===== config.mk =====
export PLATFORM = sky130hd
export DESIGN_NAME = sorted_leaf_insert_lookup_flat
export DESIGN_NICKNAME = d
export VERILOG_FILES = /design/src/hdl/sli_pkg.sv /design/src/hdl/sli_if.sv /design/src/hdl/sli_ram.sv /design/src/hdl/sli_ctrl.sv /design/src/hdl/sorted_leaf_insert_lookup.sv /design/src/flat_wrapper.sv
export SDC_FILE = /design/constraint.sdc
export NUM_CORES = 1
export LEC_CHECK = 0
export BUFFER_PORTS_ARGS = -buffer_cell sky130_fd_sc_hd__buf_4
export CORE_AREA = 2 2 270 272
export CTS_BUF_LIST = sky130_fd_sc_hd__clkbuf_16
export DETAILED_ROUTE_END_ITERATION = 10
export DIE_AREA = 0 0 272 274
export GPL_TIMING_DRIVEN = 0
export SLEW_MARGIN = 20
export SYNTH_ARGS = -nofsm -noshare
export SYNTH_HDL_FRONTEND = slang
export SYNTH_SLANG_ARGS = --single-unit

===== constraint.sdc =====
create_clock -name i_clk -period 14.7 [get_ports i_clk]
set_clock_uncertainty 0.2 [all_clocks]
set_input_delay 2.94 -clock i_clk [delete_from_list [all_inputs] [get_ports i_clk]]
set_output_delay 2.94 -clock i_clk [all_outputs]
set_load 0.1 [all_outputs]

===== src/hdl/sli_pkg.sv =====
`timescale 1ns / 1ps
// Shared types and constants for the sorted leaf insert and lookup block.
// No dependencies; every other file imports this package.
package sli_pkg;

    localparam int KEY_BITS          = 32;
    localparam int PAY_IN_BITS       = 32;
    localparam int POS_BITS          = 4;
    localparam int CNT_BITS          = 4;
    localparam int DEF_MAX_RECORDS   = 8;
    localparam int DEF_PAYLOAD_BITS  = 32;

    localparam logic KIND_INSERT = 1'b0;
    localparam logic KIND_LOOKUP = 1'b1;

    typedef enum logic [2:0] {
        ST_ADDED     = 3'd0,
        ST_DUPLICATE = 3'd1,
        ST_OVER      = 3'd2,
        ST_NO_ROOM   = 3'd3,
        ST_FOUND     = 3'd4,
        ST_ABSENT    = 3'd5
    } t_status;

    typedef enum logic [1:0] {
        S_IDLE,
        S_SCAN,
        S_TAIL,
        S_DONE
    } t_state;

    typedef struct packed {
        t_status                  status;
        logic [POS_BITS-1:0]      position;
        logic [PAY_IN_BITS-1:0]   found_payload;
        logic [CNT_BITS-1:0]      entry_count;
    } t_result;

endpackage


===== src/hdl/sli_if.sv =====
`timescale 1ns / 1ps
// Valid/ready channel interfaces for request and response words.
// Depends on sli_pkg for field widths.
interface sli_req_if import sli_pkg::*; ();
    logic                         valid;
    logic                         ready;
    logic                         kind;
    logic signed [KEY_BITS-1:0]   key;
    logic [PAY_IN_BITS-1:0]       payload;

    modport source (output valid, kind, key, payload, input ready);
    modport sink   (input valid, kind, key, payload, output ready);
endinterface

interface sli_rsp_if import sli_pkg::*; ();
    logic                         valid;
    logic                         ready;
    logic [2:0]                   status;
    logic [POS_BITS-1:0]          position;
    logic [PAY_IN_BITS-1:0]       found_payload;
    logic [CNT_BITS-1:0]          entry_count;

    modport source (output valid, status, position, found_payload, entry_count, input ready);
    modport sink   (input valid, status, position, found_payload, entry_count, output ready);
endinterface


===== src/hdl/sli_ram.sv =====
`timescale 1ns / 1ps
// Record store: one write port, one read port with registered read data.
// Depends on sli_pkg only through the wildcard import convention.
module sli_ram import sli_pkg::*; #(
    parameter int DEPTH = DEF_MAX_RECORDS + 1,
    parameter int WIDTH = KEY_BITS + DEF_PAYLOAD_BITS,
    parameter int AW    = $clog2(DEPTH)
) (
    input  logic             i_clk,
    input  logic             i_wr_en,
    input  logic [AW-1:0]    i_wr_addr,
    input  logic [WIDTH-1:0] i_wr_data,
    input  logic [AW-1:0]    i_rd_addr,
    output logic [WIDTH-1:0] o_rd_data
);

    logic [WIDTH-1:0] mem [DEPTH];

    always_ff @(posedge i_clk) begin
        if (i_wr_en) begin
            mem[i_wr_addr] <= i_wr_data;
        end
        o_rd_data <= mem[i_rd_addr];
    end

endmodule


===== src/hdl/sli_ctrl.sv =====
`timescale 1ns / 1ps
// Scan sequencer: walks the record store one slot per cycle, ripples the
// insert upward through a carry register, and forms the result word. Uses sli_pkg.
module sli_ctrl import sli_pkg::*; #(
    parameter int MAX_RECORDS  = DEF_MAX_RECORDS,
    parameter int PAYLOAD_BITS = DEF_PAYLOAD_BITS,
    parameter int DEPTH        = MAX_RECORDS + 1,
    parameter int AW           = $clog2(DEPTH),
    parameter int DW           = KEY_BITS + PAYLOAD_BITS
) (
    input  logic                       i_clk,
    input  logic                       i_rst_n,
    input  logic                       i_in_valid,
    output logic                       o_in_ready,
    input  logic                       i_in_kind,
    input  logic signed [KEY_BITS-1:0] i_in_key,
    input  logic [PAY_IN_BITS-1:0]     i_in_payload,
    output logic                       o_wr_en,
    output logic [AW-1:0]              o_wr_addr,
    output logic [DW-1:0]              o_wr_data,
    output logic [AW-1:0]              o_rd_addr,
    input  logic [DW-1:0]              i_rd_data,
    output logic                       o_res_valid,
    input  logic                       i_res_ready,
    output t_result                    o_res
);

    localparam int CW = $clog2(DEPTH + 1);
    localparam logic [CW-1:0] DEPTH_C = CW'(DEPTH);
    localparam logic [CW-1:0] MAX_C   = CW'(MAX_RECORDS);

    t_state                     r_state, n_state;
    logic                       r_kind, n_kind;
    logic signed [KEY_BITS-1:0] r_key, n_key;
    logic [AW-1:0]              r_idx, n_idx;
    logic [CW-1:0]              r_count, n_count;
    logic                       r_placed, n_placed;
    logic [AW-1:0]              r_pos, n_pos;
    logic [DW-1:0]              r_carry, n_carry;
    t_result                    r_res, n_res;

    logic signed [KEY_BITS-1:0]  rk;
    logic [PAYLOAD_BITS-1:0]     rp;
    logic [PAYLOAD_BITS+PAY_IN_BITS-1:0] rp_ext;
    logic [PAYLOAD_BITS+PAY_IN_BITS-1:0] in_ext;
    logic [AW-1:0]               idx_inc;
    logic                        last;
    logic                        room;
    logic [CW-1:0]               count_inc;
    logic [AW+POS_BITS-1:0]      idx_ext, pos_ext, tail_ext;
    logic [CW+CNT_BITS-1:0]      cnt_ext, cnt_inc_ext;

    assign rk          = i_rd_data[DW-1 -: KEY_BITS];
    assign rp          = i_rd_data[PAYLOAD_BITS-1:0];
    assign rp_ext      = {{PAY_IN_BITS{1'b0}}, rp};
    assign in_ext      = {{PAYLOAD_BITS{1'b0}}, i_in_payload};
    assign idx_inc     = r_idx + AW'(1);
    assign last        = (CW'(r_idx) + CW'(1)) == r_count;
    assign room        = r_count != DEPTH_C;
    assign count_inc   = r_count + CW'(1);
    assign idx_ext     = {{POS_BITS{1'b0}}, r_idx};
    assign pos_ext     = {{POS_BITS{1'b0}}, r_pos};
    assign tail_ext    = {{POS_BITS{1'b0}}, r_count[AW-1:0]};
    assign cnt_ext     = {{CNT_BITS{1'b0}}, r_count};
    assign cnt_inc_ext = {{CNT_BITS{1'b0}}, count_inc};

    always_ff @(posedge i_clk) begin
        if (!i_rst_n) begin
            r_state <= S_IDLE;
            r_count <= '0;
        end else begin
            r_state <= n_state;
            r_count <= n_count;
        end
        r_kind   <= n_kind;
        r_key    <= n_key;
        r_idx    <= n_idx;
        r_placed <= n_placed;
        r_pos    <= n_pos;
        r_carry  <= n_carry;
        r_res    <= n_res;
    end

    always_comb begin
        n_state     = r_state;
        n_kind      = r_kind;
        n_key       = r_key;
        n_idx       = r_idx;
        n_count     = r_count;
        n_placed    = r_placed;
        n_pos       = r_pos;
        n_carry     = r_carry;
        n_res       = r_res;
        o_in_ready  = 1'b0;
        o_wr_en     = 1'b0;
        o_wr_addr   = r_idx;
        o_wr_data   = r_carry;
        o_rd_addr   = '0;
        o_res_valid = 1'b0;

        unique case (r_state)
            S_IDLE: begin
                o_in_ready = 1'b1;
                if (i_in_valid) begin
                    n_kind   = i_in_kind;
                    n_key    = i_in_key;
                    n_carry  = {i_in_key, in_ext[PAYLOAD_BITS-1:0]};
                    n_idx    = '0;
                    n_placed = 1'b0;
                    n_pos    = '0;
                    n_state  = (r_count == '0) ? S_TAIL : S_SCAN;
                end
            end
            S_SCAN: begin
                o_rd_addr = last ? '0 : idx_inc;
                if (!r_placed && rk == r_key) begin
                    n_res.status        = (r_kind == KIND_LOOKUP) ? ST_FOUND : ST_DUPLICATE;
                    n_res.position      = idx_ext[POS_BITS-1:0];
                    n_res.found_payload = (r_kind == KIND_LOOKUP) ?
                                          rp_ext[PAY_IN_BITS-1:0] : '0;
                    n_res.entry_count   = cnt_ext[CNT_BITS-1:0];
                    n_state             = S_DONE;
                end else if (r_placed || rk > r_key) begin
                    if (r_kind == KIND_LOOKUP) begin
                        n_res.status        = ST_ABSENT;
                        n_res.position      = '0;
                        n_res.found_payload = '0;
                        n_res.entry_count   = cnt_ext[CNT_BITS-1:0];
                        n_state             = S_DONE;
                    end else begin
                        // shift this slot up if there is room: write carry here, carry the old record
                        o_wr_en  = room;
                        n_carry  = i_rd_data;
                        n_placed = 1'b1;
                        if (!r_placed) begin
                            n_pos = r_idx;
                        end
                        if (last) begin
                            n_state = S_TAIL;
                        end else begin
                            n_idx = idx_inc;
                        end
                    end
                end else if (last) begin
                    n_state = S_TAIL;
                end else begin
                    n_idx = idx_inc;
                end
            end
            S_TAIL: begin
                n_res.found_payload = '0;
                n_state             = S_DONE;
                if (r_kind == KIND_LOOKUP) begin
                    n_res.status      = ST_ABSENT;
                    n_res.position    = '0;
                    n_res.entry_count = cnt_ext[CNT_BITS-1:0];
                end else if (!room) begin
                    n_res.status      = ST_NO_ROOM;
                    n_res.position    = '0;
                    n_res.entry_count = cnt_ext[CNT_BITS-1:0];
                end else begin
                    o_wr_en           = 1'b1;
                    o_wr_addr         = r_count[AW-1:0];
                    n_count           = count_inc;
                    n_res.status      = (count_inc > MAX_C) ? ST_OVER : ST_ADDED;
                    n_res.position    = r_placed ? pos_ext[POS_BITS-1:0] :
                                                   tail_ext[POS_BITS-1:0];
                    n_res.entry_count = cnt_inc_ext[CNT_BITS-1:0];
                end
            end
            S_DONE: begin
                o_res_valid = 1'b1;
                if (i_res_ready) begin
                    n_state = S_IDLE;
                end
            end
            default: begin
                n_state = S_IDLE;
            end
        endcase
    end

    assign o_res = r_res;

endmodule


===== src/hdl/sorted_leaf_insert_lookup.sv =====
`timescale 1ns / 1ps
// Sorted B+ tree leaf with insert and lookup; top level.
// Depends on sli_pkg, sli_if, sli_ram and sli_ctrl.
//
// Usage:
//   i_req carries request words (kind, key, payload); o_rsp carries one
//   response word (status, position, found_payload, entry_count) per request.
//   Records sit in one synchronous store of MAX_RECORDS+1 slots, sorted by
//   signed key. A request walks the occupied slots one per cycle from slot 0,
//   stopping early on a match or, for a lookup, on a greater key; an insert
//   ripples the later records up one slot during the same walk.
//   A request goes from the idle state through the walk, then a tail step
//   unless the walk already formed the result, to the done state, where the
//   response word waits to enter the output register; the next request is
//   taken only after that, so requests are not overlapped. The walk through
//   the single store read port makes the response time grow with the count.
//   Reset clears the record count and control state; store contents are left
//   as they are and never read before being written.
//   A stalled receiver holds the response word in the output register; one
//   more request is then accepted and processed, and waits until it frees.
module sorted_leaf_insert_lookup import sli_pkg::*; #(
    parameter int MAX_RECORDS  = DEF_MAX_RECORDS,
    parameter int PAYLOAD_BITS = DEF_PAYLOAD_BITS
) (
    input  logic       i_clk,
    input  logic       i_rst_n,
    sli_req_if.sink    i_req,
    sli_rsp_if.source  o_rsp
);

    localparam int DEPTH = MAX_RECORDS + 1;
    localparam int AW    = $clog2(DEPTH);
    localparam int DW    = KEY_BITS + PAYLOAD_BITS;

    logic          wr_en;
    logic [AW-1:0] wr_addr;
    logic [DW-1:0] wr_data;
    logic [AW-1:0] rd_addr;
    logic [DW-1:0] rd_data;
    logic          res_valid;
    logic          res_ready;
    t_result       res;

    logic          r_out_valid;
    t_result       r_out;

    sli_ram #(
        .DEPTH (DEPTH),
        .WIDTH (DW),
        .AW    (AW)
    ) u_ram (
        .i_clk     (i_clk),
        .i_wr_en   (wr_en),
        .i_wr_addr (wr_addr),
        .i_wr_data (wr_data),
        .i_rd_addr (rd_addr),
        .o_rd_data (rd_data)
    );

    sli_ctrl #(
        .MAX_RECORDS  (MAX_RECORDS),
        .PAYLOAD_BITS (PAYLOAD_BITS),
        .DEPTH        (DEPTH),
        .AW           (AW),
        .DW           (DW)
    ) u_ctrl (
        .i_clk        (i_clk),
        .i_rst_n      (i_rst_n),
        .i_in_valid   (i_req.valid),
        .o_in_ready   (i_req.ready),
        .i_in_kind    (i_req.kind),
        .i_in_key     (i_req.key),
        .i_in_payload (i_req.payload),
        .o_wr_en      (wr_en),
        .o_wr_addr    (wr_addr),
        .o_wr_data    (wr_data),
        .o_rd_addr    (rd_addr),
        .i_rd_data    (rd_data),
        .o_res_valid  (res_valid),
        .i_res_ready  (res_ready),
        .o_res        (res)
    );

    assign res_ready = !r_out_valid || o_rsp.ready;

    always_ff @(posedge i_clk) begin
        if (!i_rst_n) begin
            r_out_valid <= 1'b0;
        end else if (res_valid && res_ready) begin
            r_out_valid <= 1'b1;
        end else if (o_rsp.ready) begin
            r_out_valid <= 1'b0;
        end
        if (res_valid && res_ready) begin
            r_out <= res;
        end
    end

    assign o_rsp.valid         = r_out_valid;
    assign o_rsp.status        = r_out.status;
    assign o_rsp.position      = r_out.position;
    assign o_rsp.found_payload = r_out.found_payload;
    assign o_rsp.entry_count   = r_out.entry_count;

    a_busy_after_accept: assert property (@(posedge i_clk) disable iff (!i_rst_n)
        i_req.valid && i_req.ready |=> !i_req.ready)
        else $error("request accepted while a walk was still running");

    a_payload_only_found: assert property (@(posedge i_clk) disable iff (!i_rst_n)
        o_rsp.valid && o_rsp.status != ST_FOUND |-> o_rsp.found_payload == '0)
        else $error("nonzero payload on a response other than found");

    a_over_count: assert property (@(posedge i_clk) disable iff (!i_rst_n)
        o_rsp.valid && o_rsp.status == ST_OVER |->
            o_rsp.entry_count == CNT_BITS'(MAX_RECORDS + 1))
        else $error("over-capacity status with wrong record count");

endmodule

===== src/flat_wrapper.sv =====
// flat-port wrapper written by rule: the top's interface ports become plain ports
module sorted_leaf_insert_lookup_flat import sli_pkg::*;
#(
    parameter int MAX_RECORDS  = DEF_MAX_RECORDS,
    parameter int PAYLOAD_BITS = DEF_PAYLOAD_BITS
)
  (i_clk, i_rst_n, i_req_valid, i_req_kind, i_req_key, i_req_payload, i_req_ready, o_rsp_valid, o_rsp_status, o_rsp_position, o_rsp_found_payload, o_rsp_entry_count, o_rsp_ready);
  sli_req_if i_req_i ();
  sli_rsp_if o_rsp_i ();
  input  logic i_clk;
  input  logic i_rst_n;
  input wire logic [$bits(i_req_i.valid)-1:0] i_req_valid;
  input wire logic [$bits(i_req_i.kind)-1:0] i_req_kind;
  input wire logic [$bits(i_req_i.key)-1:0] i_req_key;
  input wire logic [$bits(i_req_i.payload)-1:0] i_req_payload;
  output wire logic [$bits(i_req_i.ready)-1:0] i_req_ready;
  output wire logic [$bits(o_rsp_i.valid)-1:0] o_rsp_valid;
  output wire logic [$bits(o_rsp_i.status)-1:0] o_rsp_status;
  output wire logic [$bits(o_rsp_i.position)-1:0] o_rsp_position;
  output wire logic [$bits(o_rsp_i.found_payload)-1:0] o_rsp_found_payload;
  output wire logic [$bits(o_rsp_i.entry_count)-1:0] o_rsp_entry_count;
  input wire logic [$bits(o_rsp_i.ready)-1:0] o_rsp_ready;
  assign i_req_i.valid = i_req_valid;
  assign i_req_i.kind = i_req_kind;
  assign i_req_i.key = i_req_key;
  assign i_req_i.payload = i_req_payload;
  assign i_req_ready = i_req_i.ready;
  assign o_rsp_valid = o_rsp_i.valid;
  assign o_rsp_status = o_rsp_i.status;
  assign o_rsp_position = o_rsp_i.position;
  assign o_rsp_found_payload = o_rsp_i.found_payload;
  assign o_rsp_entry_count = o_rsp_i.entry_count;
  assign o_rsp_i.ready = o_rsp_ready;
  sorted_leaf_insert_lookup #(.MAX_RECORDS(MAX_RECORDS), .PAYLOAD_BITS(PAYLOAD_BITS)) u_core (.i_clk(i_clk), .i_rst_n(i_rst_n), .i_req(i_req_i), .o_rsp(o_rsp_i));
endmodule

Yosys cells after proc, flatten, opt, wreduce, memory -nomap -nowiden:

Memory sizes are Yosys's and may differ from the RTL's. A register that Yosys moved wholly into a read port is not among the register bits.
Index checks and enable logic that the tools add are counted.
Widths: inputs -> output; s select.

* eq/ne operators: 15
* $lt $le $gt $ge: 2
* add/subtract/negate cells: 2
* reduce and logical (&&, ||, !) cells: 17
* mux-type cells: 58

Operators with widths (number)
* $mux 64: 4
* $mux 43: 3
* $pmux 64 s2: 1
* $pmux 43 s2: 1
* $mux 4: 17
* $eq 32x32->1: 1
* $gt 32x32->1: 1
* $mux 32: 1
* $mux 2: 8
* $pmux 4 s2: 2
* $mux 1: 15
* $ne 2x2->1 const B: 5
* $ne 3x3->1 const B: 3
* $add 4x1->4 const B: 2
* $pmux 2 s4: 1
* $mux 7: 1
* $mux 6: 1
* $reduce_and 6->1: 1
* $reduce_bool 2->1: 3
* $reduce_and 5->1: 1
* $eq 2x2->1 const B: 2
* $eq 4x4->1: 1
* $gt 4x4->1 const B: 1
* $logic_not 4->1: 1
* other kinds (12): 17

* register bits after elaboration: 199
* word-level logic and storage cells: 112
* bits of input ports: 69
* output and inout port bits: 45
* memory bits (writable): 576
* memories kept: 1

Memories
* u_core.u_ram.mem: depth 9, bits a word 64, read ports 1, clocked after Yosys merged registers in 1, wr ports 1, line sli_ram.sv:17 `logic [WIDTH-1:0] mem [DEPTH];`

Depth between registers and ports, before layout:

* word-level depth: 7
* depth in mapped cells: 11
* depth with buffers taken out: 9

Cells and area by module:

A second synthesis with hierarchy kept.

* cells, all modules: 1805
* area, all modules: 32547.5 um^2

By module, submodules not included
* sli_ram: area each 23909.2 um^2, seq. area each 18577.8 um^2, times used 1, cells an instance 1240
* sli_ctrl: area each 7289.5 um^2, seq. area each 4594.4 um^2, times used 1, cells an instance 517
* sorted_leaf_insert_lookup: area each 1348.8 um^2, seq. area each 1311.3 um^2, times used 1, cells an instance 48

Worst setup path before layout:

No wires, ideal clock.

* path kind: register to register
* start: reg u_core.u_ctrl.r_key[10]
* end: mem u_core.u_ram.mem[8][0] in the netlist's numbering (enable)
* period minus slack after synthesis: 9.438 ns
* stages on the path, launching flop included: 10
* setup slack: 5.262 ns
* required time: 13.834 ns
* data arrival time: 8.572 ns
* cell sequence: edfxtp_1 -> inv_1 -> ha_1 -> a21oi_1 -> nand2_1 -> a221o_1 -> a221oi_1 -> o21a_1 -> o211ai_2 -> nor4b_1

* longest elaborated chain between the ends: 7

Ends and longest elaborated chain
* from (decl): line sli_ctrl.sv:34 `logic signed [KEY_BITS-1:0] r_key, n_key;`
* from (signal assigned): line sli_ctrl.sv:76 `r_key <= n_key;`
* $gt 32x32->1: line sli_ctrl.sv:123 `end else if (r_placed || rk > r_key) begin`
* $logic_or 1x1->1: line sli_ctrl.sv:123
* $mux 1: line sli_ctrl.sv:123
* $mux 1 (*): line sli_ctrl.sv:116 `if (!r_placed && rk == r_key) begin`
* $pmux 1 s2 (*): line sli_ctrl.sv:101 `unique case (r_state)`
* $mux 1 (*): line sli_ram.sv:20 `if (i_wr_en) begin`
* $mux 1 (implied by the code) (*): line sli_ram.sv:21 `mem[i_wr_addr] <= i_wr_data;`
* to (decl): line sli_ram.sv:17

Mark *: on every way between the ends. The rest lies on a longest branch, timed or not.

Worst setup path in the final report:

* start: reg u_core.u_ctrl.r_key[15]
* end: mem u_core.u_ram.mem[3][28] in the netlist's numbering (enable)

The elaborated chain is that of the path after synthesis.

==> run summary <==
outcome: finished clean
CTS buffer count: 82
CP arrival: 5340 ps
Final Hold Vio Count: 0
Least-Margin Pin Slew: 1110 ps
DRT Wirelength: 70,500 µm
LEAKAGE: 13.5 nW
Vias: 16,000
RSZ-0062 raised after global routing: no
Rel. slew slack: 25.8%
number of synthesized flops with an enable pin: 768
maximum vdd drop: 90.9 µV
sequential-to-total area share from yosys stat: 76.5%
GP Congestion: 0.794
clock sinks: 839
layout cell share with drive strength beyond 1: 23.2%
Cell Count Post-Placement: 2,769
DP HPWL: 45,900 µm
Final nets: 2,004
worst skew pair latency: 620 ps
YS warnings: 0
Yosys reg bits: 839
Cells after Synth: 1,611
Area growth, synth to finish: 18.2%
vias in the first global route: 16,000
crit path launch type: flop
final worst path period share: 35.6%
prevailing post-synth register cell: edfxtp_1
Detailed Route Iter0 Violations: 1,490
setup bufs post-CTS: 0
HP Start: u_core.u_ctrl.o_res[3]$_DFFE_PP_
hold buffers post-CTS: 0
first drt pass iteration count: 6
crit path capture type: flop
Setup TNS: 0 ps
Netlist cell types: 59
final worst slack: 9460 ps
Post-CTS Resized: 0
GRT Total Usage: 18.9%
Cell Rows: 99
reg2reg path depth: 13
Clock transition at path regs: 60 ps
DRC viols: 0
min cycle time layout: 5240 ps
I/O pin count: 114
Mapped Area: 0.0320 mm²
die height: 274 µm
Avg Cell Area, Syn: 19.9 µm²
Hold Path Class: flop to flop
Cell Count, Final, Fillers Out: 2,919
WS Path Type: flop to flop
n_diodes: 0
CP Max Fanout: 9
Max Fclk: 191 MHz
reg2reg end: u_core.u_ram.mem[3][28]$_DFFE_PP_
Core Region: 0.0720 mm²
Critical Path RT: 14,800 ps
Hold EP: u_core.o_rsp.entry_count[3]$_DFFE_PP_
flop2flop setup slack: 9460 ps
Max Transition Viols Final: 0
largest net degree at the start of global routing: 25
GR Overflow Total: 0
Fin Hold WS: 216 ps
# port buffers: 113
asr flop ratio synth: 0%
initial antenna violation count: 0
Die X: 272 µm
Place WS: 8860 ps
Initial Util: 44.5%
drt via density: 5.47
Finished Core Util: 52.6%
hold depth: 0
clk buf depth: 3
setup violators final: 0
CTS root buf: clkbuf_16
Routed wire per std cell: 24.1 µm
H-tree depth: 3
Final ANT Viol Nets: 0
maxcap violations: 0
first-pass GRT wire length: 103,000 µm
pwr/cell area: 189 mW/mm²
CTS tree: yes
Die Area: 0.0745 mm²
net count after synthesis: 1,721
worst r2r src: u_core.u_ctrl.r_key[15]$_DFFE_PP_
==> registers in the layout, summed over array words and instances, names as in the netlist <==
name and flops:
u_core.u_ctrl.r_key 32, u_core.u_ctrl.r_pos 4, u_core.u_ctrl.r_kind 1, u_core.u_ctrl.r_state 2, u_core.u_ctrl.r_count 4, u_core.o_rsp.valid 1, u_core.u_ctrl.r_idx 4, u_core.o_rsp.found_payload 32
u_core.o_rsp.entry_count 4, u_core.o_rsp.status 3, u_core.u_ctrl.o_res 43, u_core.o_rsp.position 4, u_core.u_ctrl.o_wr_data 64, u_core.u_ram.mem 576, u_core.u_ctrl.r_placed 1, u_core.u_ram.o_rd_data 64
==> worst max-delay path by stage <==
stage,startpoint,end
2_1_floorplan,u_core.u_ctrl.r_key[10]$_DFFE_PP_,u_core.u_ram.mem[8][0]$_DFFE_PP_
3_3_place_gp,u_core.u_ctrl.r_key[15]$_DFFE_PP_,u_core.u_ram.mem[8][27]$_DFFE_PP_
3_5_place_dp,i_req_valid,u_core.u_ctrl.o_wr_data[28]$_DFFE_PP_
4_1_cts,u_core.u_ctrl.r_key[15]$_DFFE_PP_,u_core.u_ram.mem[3][28]$_DFFE_PP_
5_1_grt,u_core.u_ctrl.r_key[15]$_DFFE_PP_,u_core.u_ram.mem[3][28]$_DFFE_PP_
6_report,u_core.u_ctrl.r_key[15]$_DFFE_PP_,u_core.u_ram.mem[3][28]$_DFFE_PP_
==> cell usage in the layout (no fill, tap or decap), types with 14 or more instances in the layout <==
cell       instances
o21ai_0           14
inv_1             56
a22oi_1           60
mux2_2            64
dfxtp_1           71
clkbuf_16         84
buf_16            21
and3_1            33
buf_4            142
clkinv_1          21
clkbuf_1          35
edfxtp_1         768
ha_1              41
nor2_1            17
a21oi_1           22
nand2_1          161
clkinv_2          19
mux4_1           116
buf_2             46
==> cells in the mapped netlist, types with 2 or more instances <==
library cell	instances	area share [%]
xnor2_1	9	0.25
nor4b_1	2	0.055
a31oi_1	3	0.059
nand3_1	13	0.20
nor3_1	4	0.063
edfxtp_1	768	72
inv_1	46	0.54
mux2i_1	5	0.16
buf_8	6	0.28
dfxtp_1	71	4.4
a21oi_1	22	0.34
a22oi_2	5	0.20
o21a_1	2	0.047
a21boi_0	2	0.047
o31a_1	2	0.055
ha_1	41	1.6
or3_1	3	0.059
nand2b_1	2	0.039
buf_2	17	0.27
a21o_1	2	0.047
o31ai_1	3	0.070
mux4_2	12	0.84
and2_1	12	0.23
buf_1	3	0.035
nand4_1	6	0.12
mux2_2	64	2.3
mux4_1	116	9.5
and3_1	33	0.64
a22oi_1	60	1.4
xor2_1	2	0.055
nor2_1	24	0.28
nor4_1	3	0.059
nor2b_1	7	0.14
o21ai_0	14	0.22
nand2_1	161	1.9
clkbuf_1	35	0.41
nand3_2	2	0.063
clkbuf_8	7	0.30
o2111ai_1	2	0.055
==> routing by layer <==
layer,vias up,share of wire (%),wire (µm),global-route usage (%)
met3,76,6.1,4310,3.46
met4,0,1.7,1190,4.81
met2,507,47,33400,30.0
li1,7087,-,-,-
met5,-,0,0,0
met1,8311,45,31600,27.0
==> power by group <==
part / switching, mW / leakage (nW) / internal, mW
clock: 0.870 / 1.32 / 1.16
combinational: 0.926 / 4.55 / 0.560
sequential: 0.313 / 7.61 / 3.31
==> critical path: stages, from the launching register on <==
cell and delay, ps:
edfxtp_1 320, inv_1 50, ha_1 290, nand4_1 250, nor4b_2 630, a221oi_1 410, o2111ai_1 320, o211ai_2 440
nor4_2 740, buf_2 350, buf_2 240, buf_2 190, buf_2 220, buf_2 260
==> stage by stage <==
step | cell area (µm²) | power (mW)
after global placement | 34100 | 5.07
after floorplan | 32000 | 4.52
final | 37800 | 7.14
after global routing | 37800 | 7.45
after CTS | 37800 | 7.20
after detailed placement | 35200 | 5.16
==> layout make-up <==
class                   instances  area, µm²
fillers                      5575      34100
well taps                     959       1200
repair buffers                199       1930
multi-input cells             655       6990
clock inverters                66        502
flip-flops and latches        839      24500
inverters                      46        173
clock buffers                  84       2100
plain buffers                  71        450
==> cells by family (layout without fill, tap and decap cells) <==
kind of cell / count (synthesis) / count (layout) / share of synthesized area (%)
and+or+nand+nor: 278 / 278 / 4.01
AOI/OAI and AO/OA: 127 / 127 / 2.83
DFF: 839 / 839 / 76.5
xor gates and xnor gates: 12 / 12 / 0.352
muxes: 197 / 197 / 12.8
buffers and inverters: 117 / 466 / 1.95
adders and majority gates: 41 / 41 / 1.60
Note: power is estimated with default switching activity, not from simulation.
